$ cat config.mk
export PLATFORM = sky130hd
export DESIGN_NAME = html_tag_strip_entity_decode
export DESIGN_NICKNAME = d
export VERILOG_FILES = /design/src/htsed_pkg.sv /design/src/html_tag_strip_entity_decode.sv
export VERILOG_INCLUDE_DIRS = /design/src /design/src/src
export SDC_FILE = /design/constraint.sdc
export NUM_CORES = 1
export LEC_CHECK = 0
export BUFFER_PORTS_ARGS = -buffer_cell sky130_fd_sc_hd__buf_2
export CORE_UTILIZATION = 49
export DETAILED_ROUTE_END_ITERATION = 7
export PLACE_DENSITY = 0.67
export SYNTH_ARGS = -nofsm -noshare
export SYNTH_HDL_FRONTEND = slang
export SYNTH_SLANG_ARGS = --single-unit
export TNS_END_PERCENT = 50
$ cat constraint.sdc
create_clock -name clk -period 4.21 [get_ports clk]
set_input_delay 0.2105 -clock clk [delete_from_list [all_inputs] [get_ports clk]]
set_output_delay 0.2105 -clock clk [all_outputs]
set_load 0.01 [all_outputs]
$ cat src/html_tag_strip_entity_decode_assert.svh
`ifndef HTML_TAG_STRIP_ENTITY_DECODE_ASSERT_SVH
`define HTML_TAG_STRIP_ENTITY_DECODE_ASSERT_SVH

// Checks that a condition implies another one in the same cycle.
`define HTSED_ASSERT_SAME(lbl, ante, cons) \
  lbl: assert property (@(posedge clk) disable iff (rst) (ante) |-> (cons)) \
    else $error("html tag strip: same-cycle check failed");

// Checks that a condition implies another one in the following cycle.
`define HTSED_ASSERT_NEXT(lbl, ante, cons) \
  lbl: assert property (@(posedge clk) disable iff (rst) (ante) |=> (cons)) \
    else $error("html tag strip: next-cycle check failed");

`endif

$ cat src/htsed_pkg.sv
package htsed_pkg;

  localparam logic [7:0] CharLt    = 8'h3C;
  localparam logic [7:0] CharGt    = 8'h3E;
  localparam logic [7:0] CharAmp   = 8'h26;
  localparam logic [7:0] CharSemi  = 8'h3B;
  localparam logic [7:0] CharSpace = 8'h20;

  // Longest entity body that is still collected.
  localparam logic [3:0] EntityMaxLen = 4'd10;

  localparam int unsigned NumEntities = 8;

  typedef struct packed {
    logic [3:0]  len;
    logic [31:0] name;
    logic [7:0]  result;
  } entity_entry_t;

  typedef struct packed {
    logic       hit;
    logic [7:0] ch;
  } entity_hit_t;

  // Names are packed with the first body byte in the low byte.
  localparam entity_entry_t EntityTable [NumEntities] = '{
    '{len: 4'd3, name: 32'h0070_6D61, result: 8'h26},
    '{len: 4'd4, name: 32'h746F_7571, result: 8'h22},
    '{len: 4'd2, name: 32'h0000_746C, result: 8'h3C},
    '{len: 4'd2, name: 32'h0000_7467, result: 8'h3E},
    '{len: 4'd4, name: 32'h736F_7061, result: 8'h27},
    '{len: 4'd4, name: 32'h3732_7823, result: 8'h27},
    '{len: 4'd3, name: 32'h0039_3323, result: 8'h27},
    '{len: 4'd4, name: 32'h7073_626E, result: 8'h20}
  };

  function automatic entity_hit_t entity_lookup(input logic [3:0] len,
                                                input logic [31:0] head);
    entity_hit_t r;
    r = '0;
    for (int k = 0; k < NumEntities; k++) begin
      if (len == EntityTable[k].len && head == EntityTable[k].name) begin
        r.hit = 1'b1;
        r.ch  = EntityTable[k].result;
      end
    end
    return r;
  endfunction

  function automatic logic is_white(input logic [7:0] c);
    return c inside {CharSpace, [8'h09:8'h0D]};
  endfunction

endpackage

$ cat src/html_tag_strip_entity_decode.sv
// HTML to plain text byte filter with entity decoding.
// Input channel: in_valid / in_stall carry one request per page byte
// (in_byte, start_of_page). Output channel: out_valid / out_stall carry one
// plain-text byte (out_byte). A request yields zero or one output byte.
// A request is registered when accepted; from the input register, tags,
// entities and whitespace collapsing are resolved in one pass against the
// parse state and the result is written to the output register, which raises
// out_valid when a byte is emitted. One request per cycle is sustained while
// the receiver does not stall; a single parse-state update is made per byte.
// When the receiver stalls with a byte waiting, the input register holds its
// request and in_stall rises in the same cycle; no request is lost.
// Reset (rst, synchronous) empties both registers and returns the parse state
// to its start-of-page values; start_of_page set on a request does the same
// for the parse state just before that byte is handled.
// Whitespace is always emitted as 0x20, at most once in a row, and never at
// the start of a page.
module html_tag_strip_entity_decode (
  input  logic       clk,
  input  logic       rst,
  input  logic       in_valid,
  output logic       in_stall,
  input  logic [7:0] in_byte,
  input  logic       start_of_page,
  output logic       out_valid,
  input  logic       out_stall,
  output logic [7:0] out_byte
);
  import htsed_pkg::*;

  logic        s1_valid;
  logic [7:0]  s1_byte;
  logic        s1_sop;

  logic        inside_tag, inside_tag_next;
  logic        previous_was_space, previous_was_space_next;
  logic        inside_entity, inside_entity_next;
  logic [3:0]  entity_length, entity_length_next;
  logic [31:0] entity_head_chars, entity_head_chars_next;

  logic        advance;
  logic        emit;
  logic [7:0]  emit_char;
  logic        cand_valid;
  logic [7:0]  cand_char;
  entity_hit_t hit;

  assign advance  = !out_valid || !out_stall;
  assign in_stall = s1_valid && !advance;

  always_ff @(posedge clk) begin
    if (rst) begin
      s1_valid <= 1'b0;
    end else if (!in_stall) begin
      s1_valid <= in_valid;
    end
    if (!in_stall && in_valid) begin
      s1_byte <= in_byte;
      s1_sop  <= start_of_page;
    end
  end

  always_comb begin
    // Start of page restores the parse state before the byte is handled.
    inside_tag_next         = s1_sop ? 1'b0 : inside_tag;
    previous_was_space_next = s1_sop ? 1'b1 : previous_was_space;
    inside_entity_next      = s1_sop ? 1'b0 : inside_entity;
    entity_length_next      = s1_sop ? 4'd0 : entity_length;
    entity_head_chars_next  = s1_sop ? 32'd0 : entity_head_chars;
    cand_valid = 1'b0;
    cand_char  = s1_byte;
    emit       = 1'b0;
    emit_char  = s1_byte;
    hit        = entity_lookup(entity_length_next, entity_head_chars_next);

    if (inside_entity_next) begin
      if (s1_byte == CharSemi) begin
        cand_valid = hit.hit;
        cand_char  = hit.ch;
        inside_entity_next     = 1'b0;
        entity_length_next     = 4'd0;
        entity_head_chars_next = 32'd0;
      end else if (entity_length_next >= EntityMaxLen) begin
        inside_entity_next     = 1'b0;
        entity_length_next     = 4'd0;
        entity_head_chars_next = 32'd0;
      end else begin
        if (entity_length_next < 4'd4) begin
          entity_head_chars_next[{entity_length_next[1:0], 3'b000} +: 8] = s1_byte;
        end
        entity_length_next = entity_length_next + 4'd1;
      end
    end else if (s1_byte == CharLt) begin
      inside_tag_next = 1'b1;
    end else if (s1_byte == CharGt) begin
      inside_tag_next = 1'b0;
    end else if (!inside_tag_next) begin
      if (s1_byte == CharAmp) begin
        inside_entity_next     = 1'b1;
        entity_length_next     = 4'd0;
        entity_head_chars_next = 32'd0;
      end else begin
        cand_valid = 1'b1;
      end
    end

    if (cand_valid) begin
      if (is_white(cand_char)) begin
        if (!previous_was_space_next) begin
          emit      = 1'b1;
          emit_char = CharSpace;
          previous_was_space_next = 1'b1;
        end
      end else begin
        emit      = 1'b1;
        emit_char = cand_char;
        previous_was_space_next = 1'b0;
      end
    end
  end

  always_ff @(posedge clk) begin
    if (rst) begin
      inside_tag         <= 1'b0;
      previous_was_space <= 1'b1;
      inside_entity      <= 1'b0;
      entity_length      <= 4'd0;
      entity_head_chars  <= 32'd0;
      out_valid          <= 1'b0;
    end else if (advance) begin
      out_valid <= s1_valid && emit;
      if (s1_valid) begin
        inside_tag         <= inside_tag_next;
        previous_was_space <= previous_was_space_next;
        inside_entity      <= inside_entity_next;
        entity_length      <= entity_length_next;
        entity_head_chars  <= entity_head_chars_next;
      end
    end
    if (advance && s1_valid && emit) begin
      out_byte <= emit_char;
    end
  end

`include "html_tag_strip_entity_decode_assert.svh"

  `HTSED_ASSERT_SAME(a_space_marks_state, out_valid && out_byte == CharSpace, previous_was_space)
  `HTSED_ASSERT_SAME(a_text_clears_space, out_valid && out_byte != CharSpace, !previous_was_space)
  `HTSED_ASSERT_SAME(a_entity_idle_clear, !inside_entity, entity_length == 4'd0 && entity_head_chars == 32'd0)
  `HTSED_ASSERT_NEXT(a_hold_on_stall, s1_valid && out_valid && out_stall, s1_valid && $stable(s1_byte) && $stable(s1_sop))

endmodule
After elaboration in Yosys (flattened, before gate mapping)
Cells that the tools add are included.
{"block": "totals", "regBits": 58, "elab_cells": 110, "inputBits": 13, "output_inout_bits": 10}
{"block": "op_classes", "shifts": 2, "muxes": 55, "n_lt_le_gt_ge": 4, "n_eq_ne": 16, "add_sub_neg": 2, "n_reduce_logical": 21}
{"cell": "2-to-1 mux 32 bit", "count": 9}
{"cell": "equality test 32 x 31 -> 1 bit (second input constant)", "count": 3}
{"cell": "2-to-1 mux 9 bit", "count": 8}
{"cell": "equality test 32 x 15 -> 1 bit (second input constant)", "count": 2}
{"cell": "equality test 8 x 6 -> 1 bit (second input constant)", "count": 5}
{"cell": "2-to-1 mux 8 bit", "count": 5}
{"cell": "bitwise mux 32 bit", "count": 1}
{"cell": "equality test 32 x 22 -> 1 bit (second input constant)", "count": 1}
{"cell": "equality test 32 x 23 -> 1 bit (second input constant)", "count": 1}
{"cell": "equality test 32 x 30 -> 1 bit (second input constant)", "count": 1}
{"cell": "2-to-1 mux 4 bit", "count": 8}
{"cell": "variable shift 8 x 7 -> 32 bit (first input constant)", "count": 1}
{"cell": "variable part select 8 x 7 -> 32 bit", "count": 1}
{"cell": "2-to-1 mux 1 bit", "count": 24}
{"cell": "logical AND 1 bit", "count": 14}
{"cell": "equality test 4 x 2 -> 1 bit (second input constant)", "count": 2}
{"cell": "greater-or-equal comparator 8 x 4 -> 1 bit (second input constant)", "count": 1}
{"cell": "<= comparator 8 x 4 -> 1 bit (second input constant)", "count": 1}
{"cell": "negation 5 -> 7 bit", "count": 1}
{"cell": "adder 4 x 1 -> 4 bit (second input constant)", "count": 1}
{"cell": "equality test 4 x 3 -> 1 bit (second input constant)", "count": 1}
{"cell": "greater-or-equal comparator 4 bit (second input constant)", "count": 1}
{"cell": "zero test 1 bit", "count": 4}
{"cell": "< comparator 4 x 3 -> 1 bit (second input constant)", "count": 1}
{"cell": "other kinds (3)", "count": 3}

Logic depth before layout (Yosys ltp)
Gate-level depths: netlist (run 1).
{"block": "logic_depth", "depth_word": 19, "depth_mapped": 14, "depth_no_buf": 12}

Least setup slack after synthesis (run 1)
Ideal clock, no wire load.
{"block": "synth_path", "path_type": "register to register", "from": "register s1_sop", "to": "register out_byte[0] (enable)", "path_slack_ps": 734, "setup_ps": 325, "path_stages_with_launch": 15, "arrival_time_ps": 3151, "period_less_slack_ps": 3476, "t_required_ps": 3885, "path_cell_list": "edfxtp_1 buf_6 buf_6 nand2b_1 inv_1 ha_1 nor4b_1 o211ai_1 o41ai_1 a221oi_1 a21oi_2 nor2_2 a22oi_2 and2_4 o211a_1"}
{"block": "synth_via", "elab_chain_cells": 19}
{"element": "start: declaration", "line_no": "html_tag_strip_entity_decode.sv:32", "rtl": "logic s1_sop;"}
{"element": "start signal: assignment", "line_no": "html_tag_strip_entity_decode.sv:58", "rtl": "s1_sop <= start_of_page;"}
{"element": "2-to-1 mux 32 bit / 2-to-1 mux 4 bit (equally long branches)", "line_no": "html_tag_strip_entity_decode.sv:68, html_tag_strip_entity_decode.sv:67"}
{"element": "equality test 32 x 23 -> 1 bit / equality test 4 x 2 -> 1 bit (equally long branches)", "line_no": "htsed_pkg.sv:42", "rtl": "if (len == EntityTable[k].len && head == EntityTable[k].name) begin"}
{"element": "logical AND 1 bit", "line_no": "htsed_pkg.sv:42"}
{"element": "2-to-1 mux 9 bit (8 in a row)", "line_no": "htsed_pkg.sv:42"}
{"element": "2-to-1 mux 8 bit", "line_no": "html_tag_strip_entity_decode.sv:76", "rtl": "if (s1_byte == CharSemi) begin"}
{"element": "2-to-1 mux 8 bit", "line_no": "html_tag_strip_entity_decode.sv:75", "rtl": "if (inside_entity_next) begin"}
{"element": "greater-or-equal comparator 8 x 4 -> 1 bit / <= comparator 8 x 4 -> 1 bit (equally long branches)", "line_no": "htsed_pkg.sv:51", "rtl": "return c inside {CharSpace, [8'h09:8'h0D]};"}
{"element": "logical AND 1 bit", "line_no": "htsed_pkg.sv:51"}
{"element": "nonzero test 2 bit", "line_no": "htsed_pkg.sv:51"}
{"element": "2-to-1 mux 1 bit", "line_no": "html_tag_strip_entity_decode.sv:107", "rtl": "if (is_white(cand_char)) begin"}
{"element": "2-to-1 mux 1 bit *", "line_no": "html_tag_strip_entity_decode.sv:106", "rtl": "if (cand_valid) begin"}
{"element": "logical AND 1 bit *", "line_no": "html_tag_strip_entity_decode.sv:139", "rtl": "if (advance && s1_valid && emit) begin"}
{"element": "end signal: assignment", "line_no": "html_tag_strip_entity_decode.sv:140", "rtl": "out_byte <= emit_char;"}
{"element": "end: declaration", "line_no": "html_tag_strip_entity_decode.sv:26", "rtl": "output logic [7:0] out_byte"}
Every way passes the cells marked *; elsewhere a longest branch is shown, timed or not.
A chain may end at the register's enable or synchronous reset.

Worst setup path after layout (run 1)
{"block": "layout_path", "from": "register s1_sop", "to": "register out_byte[5] (enable)"}
Same word-level chain as after synthesis.

==> metrics.md, run 1 <==
| Metric | Value |
|---|---|
| Outcome | finished with violations |
| Failing checks | DRC |
| Drt initial violations | about 340 |
| Max-cap violations | 0 |
| Syn_nets | 391 |
| Post-synthesis cell count | 372 |
| Path depth of the worst reg2reg path | 12 |
| Post-synth top cells | nor2_1, dfxtp_1, a22oi_1, nand2_1, edfxtp_1 |
| CTS Sinks | 58 |
| Number of vias per cell | 6.744 |
| Critical path type | reg -> reg |
| WP data required | 4.23 ns |
| GRT Util Overall | 26.96% |
| H-tree Lvls | 3 |
| Grt ovf | 0 |
| Fmax | 0.2679 GHz |
| Cell Rows | 29 |
| Routability cong. | 1.000 |
| # hold bufs at CTS | 0 |
| Initial Util | 51.67% |
| Top-area cell type share of the netlist area | about a quarter |
| Die height | 84.76 um |
| ANT nets after route | 0 |
| Max transition margin | ~41% |
| Asr flop ratio synth | 0% |
| Final nets | 409 |
| Final core occ | a little under three fifths |
| P&R area growth vs syn | 9.209% |
| Final setup viols | 0 |
| CTS tree | built |
| VDD IR-drop max | roughly 0.27 mV |
| FF-to-FF setup slack | 0.48 ns |
| Global-route wire length before repair | 14760 um |
| Synth Flop Type | dfxtp_1 |
| Seq cells post-synth | 58 |
| Top-count cell post-synth | nor2_1 |
| Slowest-stage cell, CP | o41ai_1 |
| Worst-Skew Late Latency | between 0.3 and 0.4 ns |
| Post-synth top area cell | dfxtp_1 |
| Initial antenna violation count | 0 |
| Die X | between 80 and 90 um |
| Crit start category | flip-flop |
| Final Critical Period | 3.733 ns |
| CP delay by family, top | compound AO/OA/AOI/OAI gates |
| Min-Delay Path Class | in -> reg |
| Worst hold stages | 1 |
| Diode count | 0 |
| CP endpoint kind | flip-flop |
| Root Driver | clkbuf_8 |
| WP depth | 12 |
| Tcrit/Tclk final | 88.68% |
| Power Density | 317.8 mW/mm2 |
| Setup Slack @ Placement | 0.6083 ns |
| Clock Skew | 0.01143 ns |
| Routed len/inst | 19.49 um |
| Post-CTS sizing | 0 |
| Vias | 3183 |
| Core box area | 0.006495 mm2 |
| Slowest stage delay, CP | 0.55 ns |
| Leak pwr | 0.001269 uW |
| Crit-path max FO | 13 |
| Largest cells by area after synthesis | dfxtp_1, edfxtp_1, a22oi_1, nor2_1, nand2_1 |
| Unique cell type count in the Yosys netlist | 67 |
| Unrepaired setup endpoints after global routing | no |
| CP bufs+invs | 1 |
| Fillers | 586 |
| DP HPWL | ~6400 um |
| Mapped Area | 0.003356 mm2 |
| PortBufs | 22 |
| Worst path cell trace | buf_4, nand2b_1, ha_1, nor4b_1, nand4_1, o41ai_1, o21ai_0, nand2_1, a21oi_2, a22oi_2, and2_4, o211a_1 |
| Drt pass-1 iters | 7 |
| Full die area | 0.007183 mm2 |
| Ports | 23 |
| Post-synth EDFFs | 17 |
| Clock Tree Buf Depth | 2 |
| Drt drc | 2 |
| Post-synthesis sequential area ratio | 39.67% |
| Setup ws final | 0.4767 ns |
| Setup TNS | 0 ns |
| Num CTS Buffers | 9 |
| Synth Warn # | 0 |
| Max-slew violations | 0 |
| Share of layout cells above drive strength 1 | 15.19% |
| Fin. Hold Viols | 0 |
| Syn avg cell area | roughly 9 um2 |
| Clk slew on worst S/H paths | 0.06 ns |
| Critical Path AT | about 3.8 ns |
| Vias in the first global route | 2956 |
| Least-Margin Pin Slew | 0.8712 ns |
| Largest net degree at the start of global routing | 44 |
| Setup repair bufs after CTS | 0 |
| Total wire length | 9197 um |
per-stage QoR:
stage	hold slack [ns]	power, uW	std cells	area, um2
2_1_floorplan	0.3094	668.9	372	3356
4_1_cts	0.02854	1168	472	3665
5_1_grt	0.02949	1205	472	3665
3_3_place_gp	0.3866	697.1	456	3487
6_report	0.03759	1165	472	3665
3_5_place_dp	0.3886	696.7	456	3487
metal layers:
| metal | wire length, um | track usage [%] | up-vias |
|---|---|---|---|
| li1 | - | - | 1461 |
| met1 | 4007 | 35.27 | 1532 |
| met2 | 4072 | 40.72 | 159 |
| met3 | 799 | 7.080 | 31 |
| met4 | 316 | 14.64 | 0 |
| met5 | 0 | 0 | - |
state kept, by name, indices dropped and copies added, names as in the netlist:
name	count
entity_head_chars	32
entity_length	4
inside_tag	1
out_byte	8
inside_entity	1
s1_sop	1
previous_was_space	1
s1_valid	1
s1_byte	8
out_valid	1
layout by cell type (no fill, tap or decap), types with 3 or more instances in the layout:
| master | n |
|---|---|
| o211ai_1 | 3 |
| and4bb_2 | 3 |
| nand3b_1 | 3 |
| o21ai_0 | 9 |
| nor3_1 | 8 |
| nand3_1 | 6 |
| nand4_1 | 12 |
| o21bai_1 | 3 |
| ha_1 | 6 |
| clkbuf_8 | 9 |
| edfxtp_1 | 17 |
| o21ai_1 | 4 |
| dfxtp_1 | 41 |
| buf_4 | 4 |
| nor4_1 | 8 |
| nand2b_1 | 3 |
| and3b_1 | 3 |
| and3_1 | 4 |
| nor2_1 | 56 |
| buf_2 | 22 |
| nor4_2 | 3 |
| inv_1 | 11 |
| a22oi_1 | 33 |
| nor3b_1 | 5 |
| nor4bb_1 | 4 |
| and2_1 | 3 |
| nor4b_1 | 8 |
| nor2b_1 | 6 |
| nand4b_1 | 6 |
| nand2_1 | 26 |
| a21oi_2 | 4 |
| clkbuf_1 | 3 |
| a21oi_1 | 12 |
kinds of logic after synthesis:
| group | Yosys count | synth area share [%] |
|---|---|---|
| flops | 58 | 39.67 |
| fa+ha+maj | 6 | 2.237 |
| buf+inv | 30 | 4.362 |
| simple gates | 184 | 32.96 |
| compound gates | 94 | 20.77 |
path summary, 6_finish.rpt:
path	startpoint	end
max reg2reg	s1_sop	out_byte[5]
min reg2reg	inside_tag	inside_tag
min	in_byte[3]	s1_byte[3]
max	s1_sop	out_byte[5]
report_power, final:
group / total [uW] / internal, uW / switching (uW)
registers: 613 / 590 / 22.8
clock network: 477 / 269 / 208
logic: 74.5 / 25.8 / 48.7
cell type report:
type	instances	area (um2)	area share [%]
timing repair buffer	26	140.1	3.824
clock buffer	12	135.1	3.687
inverter	11	41.29	1.127
sequential	58	1331	36.33
tap	77	96.34	2.629
multi-input combinational	284	1878	51.25
clock inverter	4	42.54	1.161
No activity file was read; power rests on OpenSTA's default activity.
==> run 2, diff against run 1 <==
--- a/config.mk
+++ b/config.mk
@@ -7,9 +7,10 @@
 export NUM_CORES = 1
 export LEC_CHECK = 0
 export BUFFER_PORTS_ARGS = -buffer_cell sky130_fd_sc_hd__buf_2
-export CORE_UTILIZATION = 49
+export CORE_UTILIZATION = 50
 export DETAILED_ROUTE_END_ITERATION = 7
-export PLACE_DENSITY = 0.67
+export PLACE_DENSITY = 0.68
+export REMOVE_ABC_BUFFERS = 1
 export SYNTH_ARGS = -nofsm -noshare
 export SYNTH_HDL_FRONTEND = slang
 export SYNTH_SLANG_ARGS = --single-unit
==> constraint.sdc (replaced) <==
create_clock -name clk -period 4.21 [get_ports clk]
set_input_delay 0.842 -clock clk [delete_from_list [all_inputs] [get_ports clk]]
set_output_delay 0.842 -clock clk [all_outputs]
set_load 0.01 [all_outputs]
==> run 2 against run 1 <==
  * The flow still finishes with violations (DRC)
  * Clock-buffer cell count down 2
  * Global-route usage up 1.7 points
  * Routed wire length up 4.4%
  * Register-to-register slack better by 0.12 ns
  * Setup slack better by 0.12 ns
  * Worst hold slack better by 0.45 ns
  * Combinational power up 8.5%
  * Non-clock buffer count up 4
  * Die area down 1.9%
  * Cell area up 2.6%
  * Sequential cell count unchanged
  * Largest cell class unchanged
  * Highest routed layer unchanged
==> metrics.md, run 2 (synthesized netlist as in run 1, its figures left out) <==
| Metric | Value |
|---|---|
| Outcome | finished with violations |
| Failing checks | DRC |
| Worst flop-to-flop path endpoint | out_byte[0] |
| VDD IR-drop max | 0.2468 mV |
| ANT nets after route | 0 |
| Setup repair bufs after CTS | 0 |
| Max-cap violations | 0 |
| Unrepaired setup endpoints after global routing | no |
| Initial antenna violation count | 0 |
| Fin cells | 476 |
| Drt drc | 1 |
| Leak pwr | 0.001322 uW |
| Worst flop-to-flop path startpoint | s1_sop |
| Final setup viols | 0 |
| Path depth of the worst reg2reg path | 12 |
| WP data required | 4.22 ns |
| Fin. Hold Viols | 0 |
| Share of layout cells above drive strength 1 | 17.29% |
| Cell Rows | 29 |
| Fillers | 589 |
| Final core occ | between 50 and 60% |
| Min-Delay Path Class | reg -> reg |
| Setup TNS | 0 ns |
| Worst Hold Path EP | inside_tag |
| Crit start category | flip-flop |
| Routed len/inst | 20.17 um |
| Most common cell after layout, fill and taps aside | nor2_1 |
| Worst-Skew Late Latency | 0.34 ns |
| Root Driver | clkbuf_8 |
| Largest net degree at the start of global routing | 28 |
| Max-slew violations | 0 |
| Routability cong. | 1.016 |
| Post-CTS sizing | 0 |
| CP endpoint kind | flip-flop |
| Cells after DPL | 460 |
| CTS tree | built |
| Worst hold start | inside_tag |
| Critical Path AT | 3.63 ns |
| Clock Skew | 0.009907 ns |
| Vias in the first global route | 2970 |
| Number of vias per cell | 6.500 |
| Least-Margin Pin Slew | 0.8423 ns |
| Die X | 83.93 um |
| Fmax | 0.2766 GHz |
| Initial Util | between 50 and 60% |
| Diode count | 0 |
| Drt initial violations | 372 |
| Full die area | 0.007043 mm2 |
| Ports | 23 |
| Tcrit/Tclk final | 85.87% |
| Core box area | 0.006422 mm2 |
| GRT Util Overall | 28.62% |
| Die height | approximately 84 um |
| Grt ovf | 0 |
| Critical path type | reg -> reg |
| P&R area growth vs syn | 12.08% |
| Drt pass-1 iters | 8 |
| Power Density | 349.3 mW/mm2 |
| Max transition margin | roughly 43% |
| Min Hold Slack | between 0.4 and 0.5 ns |
| Clock Tree Buf Depth | 2 |
| PortBufs | 22 |
| FF-to-FF setup slack | approximately 0.59 ns |
| CTS Sinks | 58 |
| DP HPWL | 6853 um |
| Max reg flops | 32 |
| Clk slew on worst S/H paths | 0.07 ns |
| H-tree Lvls | 3 |
| Most frequent cells in the layout | nor2_1, dfxtp_1, a22oi_1 |
| Worst hold stages | 2 |
| Total wire length | 9601 um |
| Crit-path max FO | 8 |
| Final Critical Period | 3.615 ns |
| Biggest regs | entity_head_chars (32), out_byte (8), s1_byte (8) |
| Vias | around 3100 |
| Top reg by flops | entity_head_chars |
| Num CTS Buffers | 9 |
| # hold bufs at CTS | 0 |
| Global-route wire length before repair | 15440 um |
| Final nets | a little over 400 |
## run 2: cell types whose count changed in the layout (fill, tap and decap cells not counted)
cell / delta
buf_4: +4
clkbuf_1: -3
clkinv_1: -2
clkinv_4: +2
inv_6: +2
bufinv_16: +1
clkbuf_16: +1
clkinv_2: -1
## run 2: worst max path at each step
stage                     startpoint  slack [ns]           to
after floorplan               s1_sop        0.63  out_byte[0]
after global placement        s1_sop        0.71  out_byte[7]
after detailed placement      s1_sop        0.70  out_byte[6]
after CTS                     s1_sop        0.67  out_byte[5]
after global routing          s1_sop        0.32  out_byte[0]
final                         s1_sop        0.59  out_byte[0]
## run 2: final cells by class
cell class                 count  area [um2]  share of cell area (%)
multi-input combinational    284        1878                   49.93
sequential                    58        1331                   35.40
timing repair buffer          30       170.2                   4.524
clock buffer                  10       148.9                   3.959
tap                           77       96.34                   2.562
clock inverter                 6       95.09                   2.528
inverter                      11       41.29                   1.098
## run 2: layer usage
metal  global-route usage, %  part of all wire, %  vias to the layer above  routed length [um]
met5                       0                    0                        -                   0
met4                   11.13                  2.2                        0                 210
met3                   6.528                  7.2                       23                 696
met2                   43.74                   44                      127                4233
met1                   39.19                   46                     1467                4460
li1                        -                    -                     1477                   -
## run 2: metrics by stage
stage	area, um2	total power, uW	setup WS, ns
2_1_floorplan	3251	657.6	0.6329
3_3_place_gp	3517	701.2	0.7126
3_5_place_dp	3517	701.3	0.7005
4_1_cts	3761	1319	0.6665
5_1_grt	3761	1351	0.3170
6_report	3761	1314	0.5948
## run 2: power by group
group	total (uW)	leakage, uW	internal [uW]	switching, uW
Combinational	80.8	0.000706	28.3	52.5
Sequential	610	0.000493	589	21.0
Clock	623	0.000123	375	247
Total	1310	0.00132	993	321
## run 2: critical path: stages (launching register included)
cell and delay (ns):
edfxtp_1 0.41, nand2b_1 0.23, inv_1 0.16, ha_1 0.24, nor4b_1 0.39, nand4_1 0.17
o41ai_1 0.53, o21ai_0 0.16, nand2_1 0.12, a21oi_2 0.04, a22oi_2 0.28, and2_4 0.21
o211a_1 0.34
